## src/rtl/core/mtep_pkg.sv

```systemverilog
// ----------------------------------------------------------------------------
// mtep_pkg: shared types and constants of the MIDI track event parser
// Phase codes, event kinds and the record passed from front to back.
// ----------------------------------------------------------------------------
package mtep_pkg;

   typedef enum logic [8:0] {
      PH_DELTA  = 9'b000000001,
      PH_STATUS = 9'b000000010,
      PH_DATA1  = 9'b000000100,
      PH_DATA2  = 9'b000001000,
      PH_MTYPE  = 9'b000010000,
      PH_MLEN   = 9'b000100000,
      PH_MSKIP  = 9'b001000000,
      PH_TEMPO  = 9'b010000000,
      PH_SYSEX  = 9'b100000000
   } phase_type;

   localparam logic [3:0] KIND_TRUNC = 4'd0;
   localparam logic [3:0] KIND_NON   = 4'd1;
   localparam logic [3:0] KIND_NOFF  = 4'd2;
   localparam logic [3:0] KIND_TEMPO = 4'd3;
   localparam logic [3:0] KIND_EOT   = 4'd4;
   localparam logic [3:0] KIND_CHAN  = 4'd5;
   localparam logic [3:0] KIND_META  = 4'd6;
   localparam logic [3:0] KIND_SYSEX = 4'd7;
   localparam logic [3:0] KIND_SYS   = 4'd8;

   // voice operation carried to the back end
   typedef enum logic [1:0] {
      VOICE_NONE = 2'd0,
      VOICE_UP   = 2'd1,
      VOICE_DOWN = 2'd2
   } voice_op_type;

   localparam int QueueDepth = 2;

   // one classified event from the front end
   typedef struct packed {
      logic [3:0]   kind;
      logic [3:0]   channel;
      logic [7:0]   first_data;
      logic [7:0]   second_data;
      logic [63:0]  tick;
      logic [23:0]  tempo;
      logic [31:0]  notes;
      voice_op_type voice_op;
      logic         done;
   } event_type;

endpackage

```

## src/rtl/core/mtep_front.sv

```systemverilog
// ----------------------------------------------------------------------------
// mtep_front: byte parser
// Walks the track grammar one byte per beat and emits classified events.
// ----------------------------------------------------------------------------
module mtep_front import mtep_pkg::*; (
   input  logic        clock,
   input  logic        reset,
   input  logic        in_valid,
   output logic        in_ready,
   input  logic [7:0]  in_byte,
   input  logic        in_first,
   input  logic        in_last,
   output logic        ev_valid,
   input  logic        ev_ready,
   output event_type   ev_data
);

   phase_type   phase_ff, phase_in;
   logic [7:0]  rs_ff, rs_in;
   logic [63:0] tick_ff, tick_in;
   logic [31:0] acc_ff, acc_in;
   logic [7:0]  mtype_ff, mtype_in;
   logic [31:0] skip_ff, skip_in;
   logic [7:0]  held_ff, held_in;
   logic [23:0] tempo_ff, tempo_in;
   logic [31:0] notes_ff, notes_in;
   logic        over_ff, over_in;

   logic        emit;
   event_type   ev;
   logic        take;

   assign in_ready = ev_ready;
   assign take     = in_valid & in_ready;

   // classify a status byte (fresh or running)
   function automatic phase_type status_next(input logic [7:0] c);
      if (c < 8'hF0 || c == 8'hF2 || c == 8'hF3) return PH_DATA1;
      else if (c == 8'hFF) return PH_MTYPE;
      else if (c == 8'hF0) return PH_SYSEX;
      else return PH_DELTA;
   endfunction

   always_comb begin
      phase_type   ph;
      logic [7:0]  rs, mt, held, b, c, hi;
      logic [63:0] tk;
      logic [31:0] acc, skip, notes, len;
      logic [23:0] tmp;
      logic        ov, redo;
      b = in_byte;
      if (in_first) begin
         ph = PH_DELTA; rs = '0; tk = '0; acc = '0; mt = '0; skip = '0;
         held = '0; tmp = '0; notes = '0; ov = 1'b0;
      end else begin
         ph = phase_ff; rs = rs_ff; tk = tick_ff; acc = acc_ff; mt = mtype_ff;
         skip = skip_ff; held = held_ff; tmp = tempo_ff; notes = notes_ff;
         ov = over_ff;
      end
      emit = 1'b0;
      ev = '0;
      // events carry the tick before a reparsed byte adds its delta
      ev.tick = tk;
      redo = 1'b0;
      c = 8'h00; hi = 8'h00; len = '0;
      if (!ov) begin
         // a running-status or orphan byte in status position is reparsed
         if (ph == PH_STATUS) begin
            if (b >= 8'h80 || rs != 8'h00) begin
               c = (b >= 8'h80) ? b : rs;
               rs = c;
               ph = status_next(c);
               if (ph == PH_DELTA) begin
                  emit = 1'b1;
                  ev.kind = KIND_SYS;
                  ev.channel = c[3:0];
               end
               redo = (b < 8'h80);
            end else begin
               ph = PH_DELTA;
               redo = 1'b1;
            end
         end
         if (phase_ff != PH_STATUS || in_first || redo) begin
            hi = rs & 8'hF0;
            case (ph)
               PH_DELTA: begin
                  acc = {acc[24:0], b[6:0]};
                  if (!b[7]) begin
                     tk = tk + {32'd0, acc};
                     acc = '0;
                     ph = PH_STATUS;
                  end
               end
               PH_STATUS: begin
                  // not reached: status position is handled above
                  if (b >= 8'h80 || rs != 8'h00) begin
                     c = (b >= 8'h80) ? b : rs;
                     rs = c;
                     ph = status_next(c);
                     if (ph == PH_DELTA) begin
                        emit = 1'b1; ev.kind = KIND_SYS; ev.channel = c[3:0];
                     end
                  end else begin
                     ph = PH_DELTA;
                  end
               end
               PH_DATA1, PH_DATA2: begin
                  if (ph == PH_DATA1) held = b;
                  if (ph == PH_DATA1 && !(hi == 8'hC0 || hi == 8'hD0 || rs == 8'hF3))
                  begin
                     ph = PH_DATA2;
                  end else begin
                     emit = 1'b1;
                     ev.channel = rs[3:0];
                     ev.first_data = (ph == PH_DATA1) ? b : held;
                     ev.second_data = (ph == PH_DATA1) ? 8'h00 : b;
                     ph = PH_DELTA;
                     if (hi == 8'h90) begin
                        ev.kind = KIND_NON;
                        if (ev.second_data != 8'h00) begin
                           if (notes != '1) notes = notes + 32'd1;
                           ev.voice_op = VOICE_UP;
                        end else begin
                           ev.voice_op = VOICE_DOWN;
                        end
                     end else if (hi == 8'h80) begin
                        ev.kind = KIND_NOFF; ev.voice_op = VOICE_DOWN;
                     end else if (hi == 8'hF0) begin
                        ev.kind = KIND_SYS;
                     end else begin
                        ev.kind = KIND_CHAN;
                     end
                  end
               end
               PH_MTYPE: begin
                  mt = b; acc = '0; ph = PH_MLEN;
               end
               PH_MLEN: begin
                  acc = {acc[24:0], b[6:0]};
                  if (!b[7]) begin
                     len = acc;
                     acc = '0;
                     case (mt)
                        8'h00: skip = 32'd2;
                        8'h20, 8'h21: skip = 32'd1;
                        8'h54: skip = 32'd5;
                        8'h58: skip = 32'd4;
                        8'h59: skip = 32'd2;
                        8'h51: skip = 32'd3;
                        default: skip = len;
                     endcase
                     if (mt == 8'h2F) begin
                        skip = skip_ff;
                        if (in_first) skip = '0;
                        emit = 1'b1; ev.kind = KIND_EOT; ev.channel = 4'hF;
                        ev.first_data = 8'h2F; ov = 1'b1; ph = PH_DELTA;
                     end else if (mt == 8'h51) begin
                        tmp = '0; ph = PH_TEMPO;
                     end else if (skip == '0) begin
                        emit = 1'b1; ev.kind = KIND_META; ev.channel = rs[3:0];
                        ev.first_data = mt; ph = PH_DELTA;
                     end else begin
                        ph = PH_MSKIP;
                     end
                  end
               end
               PH_MSKIP: begin
                  skip = skip - 32'd1;
                  if (skip == '0) begin
                     emit = 1'b1; ev.kind = KIND_META; ev.channel = rs[3:0];
                     ev.first_data = mt; ph = PH_DELTA;
                  end
               end
               PH_TEMPO: begin
                  tmp = {tmp[15:0], b};
                  skip = skip - 32'd1;
                  if (skip == '0) begin
                     emit = 1'b1; ev.kind = KIND_TEMPO; ev.channel = rs[3:0];
                     ev.first_data = mt; ev.tempo = tmp; ph = PH_DELTA;
                  end
               end
               PH_SYSEX: begin
                  if (b == 8'hF7) begin
                     emit = 1'b1; ev.kind = KIND_SYSEX; ev.channel = rs[3:0];
                     ph = PH_DELTA;
                  end
               end
               default: ph = PH_DELTA;
            endcase
         end
         if (in_last && !ov) begin
            if (!emit) begin
               emit = 1'b1;
               ev = '0;
               ev.kind = KIND_TRUNC;
               ev.tick = tk;
            end
            ov = 1'b1;
         end
      end
      ev.notes = notes;
      ev.done  = ov;
      phase_in = ph; rs_in = rs; tick_in = tk; acc_in = acc; mtype_in = mt;
      skip_in = skip; held_in = held; tempo_in = tmp; notes_in = notes;
      over_in = ov;
   end

   assign ev_valid = take & emit;
   assign ev_data  = ev;

   always_ff @(posedge clock) begin
      if (reset) begin
         phase_ff <= PH_DELTA;
         rs_ff    <= '0;
         tick_ff  <= '0;
         acc_ff   <= '0;
         mtype_ff <= '0;
         skip_ff  <= '0;
         held_ff  <= '0;
         tempo_ff <= '0;
         notes_ff <= '0;
         over_ff  <= 1'b0;
      end else if (take) begin
         phase_ff <= phase_in;
         rs_ff    <= rs_in;
         tick_ff  <= tick_in;
         acc_ff   <= acc_in;
         mtype_ff <= mtype_in;
         skip_ff  <= skip_in;
         held_ff  <= held_in;
         tempo_ff <= tempo_in;
         notes_ff <= notes_in;
         over_ff  <= over_in;
      end
   end

endmodule

```

## src/rtl/core/mtep_queue.sv

```systemverilog
// ----------------------------------------------------------------------------
// mtep_queue: event queue
// Two-entry register queue between the parser and the output stage.
// ----------------------------------------------------------------------------
module mtep_queue import mtep_pkg::*; (
   input  logic      clock,
   input  logic      reset,
   input  logic      wr_valid,
   output logic      wr_ready,
   input  event_type wr_data,
   output logic      rd_valid,
   input  logic      rd_ready,
   output event_type rd_data
);

   event_type  slot_ff [QueueDepth];
   logic [1:0] count_ff, count_in;
   logic       head_ff, head_in, tail_ff, tail_in;
   logic       push, pop;

   assign wr_ready = (count_ff != 2'(QueueDepth));
   assign rd_valid = (count_ff != 2'd0);
   assign rd_data  = slot_ff[head_ff];
   assign push     = wr_valid & wr_ready;
   assign pop      = rd_valid & rd_ready;

   always_comb begin
      count_in = count_ff + {1'b0, push} - {1'b0, pop};
      head_in  = head_ff ^ pop;
      tail_in  = tail_ff ^ push;
   end

   always_ff @(posedge clock) begin
      if (push) slot_ff[tail_ff] <= wr_data;
   end

   always_ff @(posedge clock) begin
      if (reset) begin
         count_ff <= '0;
         head_ff  <= 1'b0;
         tail_ff  <= 1'b0;
      end else begin
         count_ff <= count_in;
         head_ff  <= head_in;
         tail_ff  <= tail_in;
      end
   end

endmodule

```

## src/rtl/core/mtep_back.sv

```systemverilog
// ----------------------------------------------------------------------------
// mtep_back: voice tracker and output register
// Applies voice updates in event order and holds the outgoing beat.
// ----------------------------------------------------------------------------
module mtep_back import mtep_pkg::*; (
   input  logic        clock,
   input  logic        reset,
   input  logic        ev_valid,
   output logic        ev_ready,
   input  event_type   ev_data,
   output logic        out_valid,
   input  logic        out_ready,
   output event_type   out_data,
   output logic [31:0] out_voices
);

   logic [31:0] voice_ff, voice_in;
   logic        valid_ff, valid_in;
   event_type   data_ff;
   logic        load;

   assign ev_ready = !valid_ff || out_ready;
   assign load     = ev_valid & ev_ready;

   always_comb begin
      voice_in = voice_ff;
      case (ev_data.voice_op)
         VOICE_UP:   if (voice_ff != '1) voice_in = voice_ff + 32'd1;
         VOICE_DOWN: if (voice_ff != '0) voice_in = voice_ff - 32'd1;
         default:    voice_in = voice_ff;
      endcase
      valid_in = load | (valid_ff & !out_ready);
   end

   always_ff @(posedge clock) begin
      if (load) data_ff <= ev_data;
   end

   always_ff @(posedge clock) begin
      if (reset) begin
         voice_ff <= '0;
         valid_ff <= 1'b0;
      end else begin
         valid_ff <= valid_in;
         if (load) voice_ff <= voice_in;
      end
   end

   // the counter holds the value after the event in the output register
   assign out_valid  = valid_ff;
   assign out_data   = data_ff;
   assign out_voices = voice_ff;

endmodule

```

## src/rtl/core/midi_track_event_parser.sv

```systemverilog
// ----------------------------------------------------------------------------
// midi_track_event_parser: MIDI track chunk event parser
// Parses track bytes into events with tick time, tempo and note counts.
// ----------------------------------------------------------------------------
//  channel   | ports             | direction | beat
//  ----------+-------------------+-----------+-------------------------------
//  request   | req_valid/ready   | in        | one track byte plus flags
//  response  | rsp_valid/ready   | out       | one completed event
//
// One byte a cycle while the queue has room; an event is registered in the
// queue on its last byte and then in the output register. The parser
// advances with the queue: req_ready drops only while the two-entry queue
// is full. Reset clears all parser state and the polyphony counter.
// ----------------------------------------------------------------------------
module midi_track_event_parser import mtep_pkg::*; (
   input  logic        clock,
   input  logic        reset,
   input  logic        req_valid,
   output logic        req_ready,
   input  logic [7:0]  req_data_byte,
   input  logic        req_first_of_track,
   input  logic        req_last_of_chunk,
   output logic        rsp_valid,
   input  logic        rsp_ready,
   output logic [3:0]  rsp_event_kind,
   output logic [3:0]  rsp_channel,
   output logic [7:0]  rsp_first_data,
   output logic [7:0]  rsp_second_data,
   output logic [63:0] rsp_tick_position,
   output logic [23:0] rsp_tempo_value,
   output logic [31:0] rsp_note_total,
   output logic [31:0] rsp_polyphony,
   output logic        rsp_track_done
);

   logic      f_valid, f_ready, q_valid, q_ready;
   event_type f_data, q_data, o_data;

   // front: grammar walk, one byte per beat
   mtep_front u_front (
      .clock, .reset,
      .in_valid(req_valid), .in_ready(req_ready), .in_byte(req_data_byte),
      .in_first(req_first_of_track), .in_last(req_last_of_chunk),
      .ev_valid(f_valid), .ev_ready(f_ready), .ev_data(f_data)
   );

   // decouple the parser from output stalls
   mtep_queue u_queue (
      .clock, .reset,
      .wr_valid(f_valid), .wr_ready(f_ready), .wr_data(f_data),
      .rd_valid(q_valid), .rd_ready(q_ready), .rd_data(q_data)
   );

   // back: polyphony and the output register
   mtep_back u_back (
      .clock, .reset,
      .ev_valid(q_valid), .ev_ready(q_ready), .ev_data(q_data),
      .out_valid(rsp_valid), .out_ready(rsp_ready), .out_data(o_data),
      .out_voices(rsp_polyphony)
   );

   assign rsp_event_kind    = o_data.kind;
   assign rsp_channel       = o_data.channel;
   assign rsp_first_data    = o_data.first_data;
   assign rsp_second_data   = o_data.second_data;
   assign rsp_tick_position = o_data.tick;
   assign rsp_tempo_value   = o_data.tempo;
   assign rsp_note_total    = o_data.notes;
   assign rsp_track_done    = o_data.done;

endmodule

```

## config.mk

```make
export PLATFORM = sky130hd
export DESIGN_NAME = midi_track_event_parser
export DESIGN_NICKNAME = d
export VERILOG_FILES = /design/src/rtl/core/mtep_pkg.sv /design/src/rtl/core/mtep_front.sv /design/src/rtl/core/mtep_queue.sv /design/src/rtl/core/mtep_back.sv /design/src/rtl/core/midi_track_event_parser.sv
export SDC_FILE = /design/constraint.sdc
export NUM_CORES = 2
export LEC_CHECK = 0
export BUFFER_PORTS_ARGS = -buffer_cell sky130_fd_sc_hd__buf_2
export CAP_MARGIN = 10
export CORE_MARGIN = 4
export CORE_UTILIZATION = 41
export DETAILED_ROUTE_END_ITERATION = 7
export PLACE_DENSITY = 0.66
export SYNTH_ARGS = -nofsm -noshare
export SYNTH_HDL_FRONTEND = slang
export SYNTH_SLANG_ARGS = --single-unit
```

## constraint.sdc

```tcl
create_clock -name clock -period 31.9 [get_ports clock]
set_input_delay 9.57 -clock clock [delete_from_list [all_inputs] [get_ports clock]]
set_output_delay 9.57 -clock clock [all_outputs]
set_load 0.005 [all_outputs]
```

==> results.py <==
metrics = {
    "run_status": {
        "status": "finished clean",
    },
    "pwr": {
        "p_comb_share_pct": 19.6,
        "sw_frac_of_total_pct": 28.4,
        "p_seq_share_pct": 45.1,
        "ir_worst_vdd_uv": 35.2,
        "p_switching_mw": 0.716,
        "p_clk_share_pct": 35.3,
        "power_density_nw_per_um2": 65.8,
        "p_total_mw": 2.52,
        "p_int_mw": 1.80,
        "p_leak_nw": 13.4,
    },
    "setup_path": {
        "cp_top_family": "buffers and inverters",
        "slowest_delay_ps": 960,
        "cp-end-kind": "flop",
        "crit_chain": "buf_6 > buf_12 > or2_1 > o221ai_1 > o211ai_1 > a31oi_2 > nor4_1 > nor2_1 > a31oi_1 > nand2_1 > a31oi_1 > ha_4 > buf_4 > buf_4",
        "crit_fanout": 138,
        "startpoint_type": "primary input",
        "crit_required_ps": 32130,
        "slowest_stage": "nor4_1",
        "critPathBufInv": 4,
        "criticalPathCategory": "in2reg",
        "critPathArrivalTime_ps": 16190,
    },
    "layout": {
        "nets": 3432,
        "fill_cells": 7611,
        "finalNonFillerCells": 4473,
        "postLayoutCoreUtil_pct": 46.7,
        "area_growth_pct": 13.1,
        "drive_gt1_share_pct": 16.2,
    },
    "die": {
        "core_region_area_um2": 82000,
        "die_x_um": 295,
        "die_h_um": 295,
        "ios": 193,
        "die-area_um2": 87200,
        "initial_core_util_pct": 41.3,
        "placementRows": 105,
    },
    "min_path": {
        "hp-class": "reg2reg",
    },
    "timing": {
        "slew-limit-headroom_pct": 20.6,
        "min_period_over_period_pct": 50.0,
        "max_slew.worst_pin.slew_ps": 1180,
        "finalMaxSlewViolations": 0,
        "setup_viol": 0,
        "clock-skew-final_ps": 18.1,
        "setup_tns_ps": 0,
        "clock.fmax_ghz": 0.0627,
        "hold_violations": 0,
        "period_needed_ps": 15960,
        "rsz0062_at_grt": "false",
    },
    "global_routing": {
        "met2_usage_pct": 34.1,
        "use_met1_pct": 27.5,
        "grt_pass1_vias": 24300,
        "globalRouteMet3Util_pct": 3.58,
        "busiest_layer": "met2",
        "antenna_found_initial": 3,
        "grt_overflow": 0,
        "grt_max_degree": 139,
        "grt_pass1_wl_mm": 142,
        "grtUsageTotal_pct": 20.6,
    },
    "routing": {
        "wl_per_cell_um": 20.8,
        "drt_iter0_drc": 2389,
        "wirelength_mm": 92.9,
        "postRouteAntennaNets": 0,
        "viasPerCell": 5.79,
        "vias": 25900,
        "first_pass_iters": 6,
        "drc": 0,
    },
    "yosys": {
        "ys_seq_area_share_pct": 53.2,
        "yosys.area.top_type": "edfxtp_1",
        "ys.flop_type": "edfxtp_1",
        "synth_area_per_cell_um2": 10.5,
        "synthArstFlopShare_pct": 0,
        "ys_top_cells_by_area": "edfxtp_1 (39%), dfxtp_1 (14%), mux2_2 (5.1%)",
        "synth_top_area_share_pct": 39.0,
        "yosysWarnings": 0,
        "synth_cell_types": 95,
        "synth_edf_count": 439,
        "synthesis.nets": 3323,
        "synth.cell_area_um2": 33800,
        "synth_seq_cells": 679,
        "synth_cells": 3236,
    },
    "clock_tree": {
        "clockRootBuffer": "clkbuf_16",
        "cts_hold_buf": 0,
        "clkSinkCount": 679,
        "post_cts_buffers": 0,
        "clk_pin_slew_worst_paths_ps": 60,
        "cts_resized": 0,
        "clk_latency_ps": 610,
        "cts_tree": "built",
        "htreeDepth": 3,
        "clock_path_buffers": 3,
        "cts-buffers-inserted": 74,
    },
    "placed_design": {
        "hpwlAfterDp_mm": 62.0,
        "place.gp.congestion": 0.984,
        "port_buffers": 192,
        "dp.cells": 4339,
    },
    "flow_run": {
        "cap_violations": 0,
    },
}
## layout make-up
cell class,count,area (um2),share of cell area [%]
antenna,1,2.50,0.00654
multi-input combinational,2313,15000,39.1
inverter,47,176,0.461
tap,1070,1340,3.50
clock buffer,97,2030,5.31
timing repair buffer,230,1270,3.32
clock inverter,36,489,1.28
sequential,679,18000,47.0
## through the flow
stage               setup slack [ps]  area (um2)  hold WS, ps
floorplan                      14160       33800          441
global placement               15530       35700          449
detailed placement             15440       35700          455
CTS                            16040       38300          463
global route                   15520       38300          507
finish                         15940       38300          472
## logic make-up (layout without fill, tap and decap cells)
family / Yosys count / in the layout / share of synthesized area (%)
multiplexers: 174 / 174 / 5.72
AND/OR/NAND/NOR: 1167 / 1167 / 17.4
other: 0 / 1 / 0
flip-flops: 679 / 679 / 53.2
buffers and inverters: 244 / 410 / 2.90
XOR/XNOR: 123 / 123 / 3.18
AO/OA/AOI/OAI: 776 / 776 / 14.9
adder cells (fa/ha/maj): 73 / 73 / 2.74
## placed cells by master, fill, tap and decap left out, drive strengths merged, types with 15 or more instances in the layout
cell type and count:
a31oi 37, a21o 43, nor2 359, dfxtp 240
inv 54, mux2 152, o211ai 15, nor2b 92
xnor2 76, a211oi 16, ha 71, a22o 29
edfxtp 439, nand2b 29, o21a 21, nor4 52
mux2i 22, buf 230, and2 43, nor3 67
a22oi 106, o21ai 157, or4 26, nand4 40
nand3 84, clkbuf 97, xor2 47, clkinv 17
or3 40, a21oi 222, nand2 233, and3 44
## routing by layer
layer / vias up / wire length (um)
met5: - / 0
met4: 0 / 2890
met3: 177 / 6280
met2: 898 / 43700
met1: 12500 / 40000
li1: 12300 / -
## sequential cells by signal, indices dropped and copies added, names as in the netlist
name               flops
u_front.skip_ff       32
u_front.acc_ff        25
u_queue.head_ff        1
u_queue.count_ff       2
u_front.tempo_ff      16
u_front.over_ff        1
u_front.tick_ff       64
u_back.out_data      145
u_back.out_voices     32
u_front.held_ff        8
u_front.phase_ff       9
u_front.mtype_ff       8
u_queue.tail_ff        1
u_queue.slot_ff      294
u_front.rs_ff          8
u_back.out_valid       1
u_front.notes_ff      32
## power groups by stage
stage	combinational (mW)	sequential [mW]	clock, mW
after floorplan	0.303	1.16	0
after global placement	0.495	1.15	0
after detailed placement	0.496	1.16	0
after CTS	0.499	1.14	0.907
after global routing	0.544	1.15	0.947
final	0.493	1.14	0.889
## worst reg2reg max path, cell delays in order, from the launching register on
cell	delay (ps)
dfxtp_1	390
or4b_1	710
nor3_4	380
a31oi_2	350
nor4_1	960
nor2_1	190
a31oi_1	380
nand2_1	180
a31oi_1	550
ha_4	650
buf_4	730
buf_4	830
## Yosys cell counts, drive strengths merged (11+ instances only)
cell type  number
a211oi         16
a21o           43
a21oi         222
a22o           29
a22oi         106
a31oi          37
and2           43
and3           44
buf            41
clkbuf        156
dfxtp         240
edfxtp        439
ha             71
inv            46
mux2          152
mux2i          22
nand2         233
nand2b         29
nand3          84
nand4          40
nor2          359
nor2b          92
nor3           67
nor3b          12
nor4           52
nor4b          13
o211ai         15
o21a           21
o21ai         157
o31a           11
o31ai          12
or3            40
or4            26
xnor2          76
xor2           47
## path summary, 6_finish.rpt
kind              depth (start not counted)  slack, ps                              from                                to
setup / recovery                         14      15940                req_first_of_track  u_queue.slot_ff[1][70]$_DFFE_PP_
hold / removal                            2        470  u_front.notes_ff[0]$_SDFFE_PP0P_  u_front.notes_ff[0]$_SDFFE_PP0P_
setup reg to reg                         11      25180  u_front.phase_ff[0]$_SDFFE_PP1P_  u_queue.slot_ff[1][70]$_DFFE_PP_
hold reg to reg                           2        470  u_front.notes_ff[0]$_SDFFE_PP0P_  u_front.notes_ff[0]$_SDFFE_PP0P_
Power figures use the tool's default switching activity.
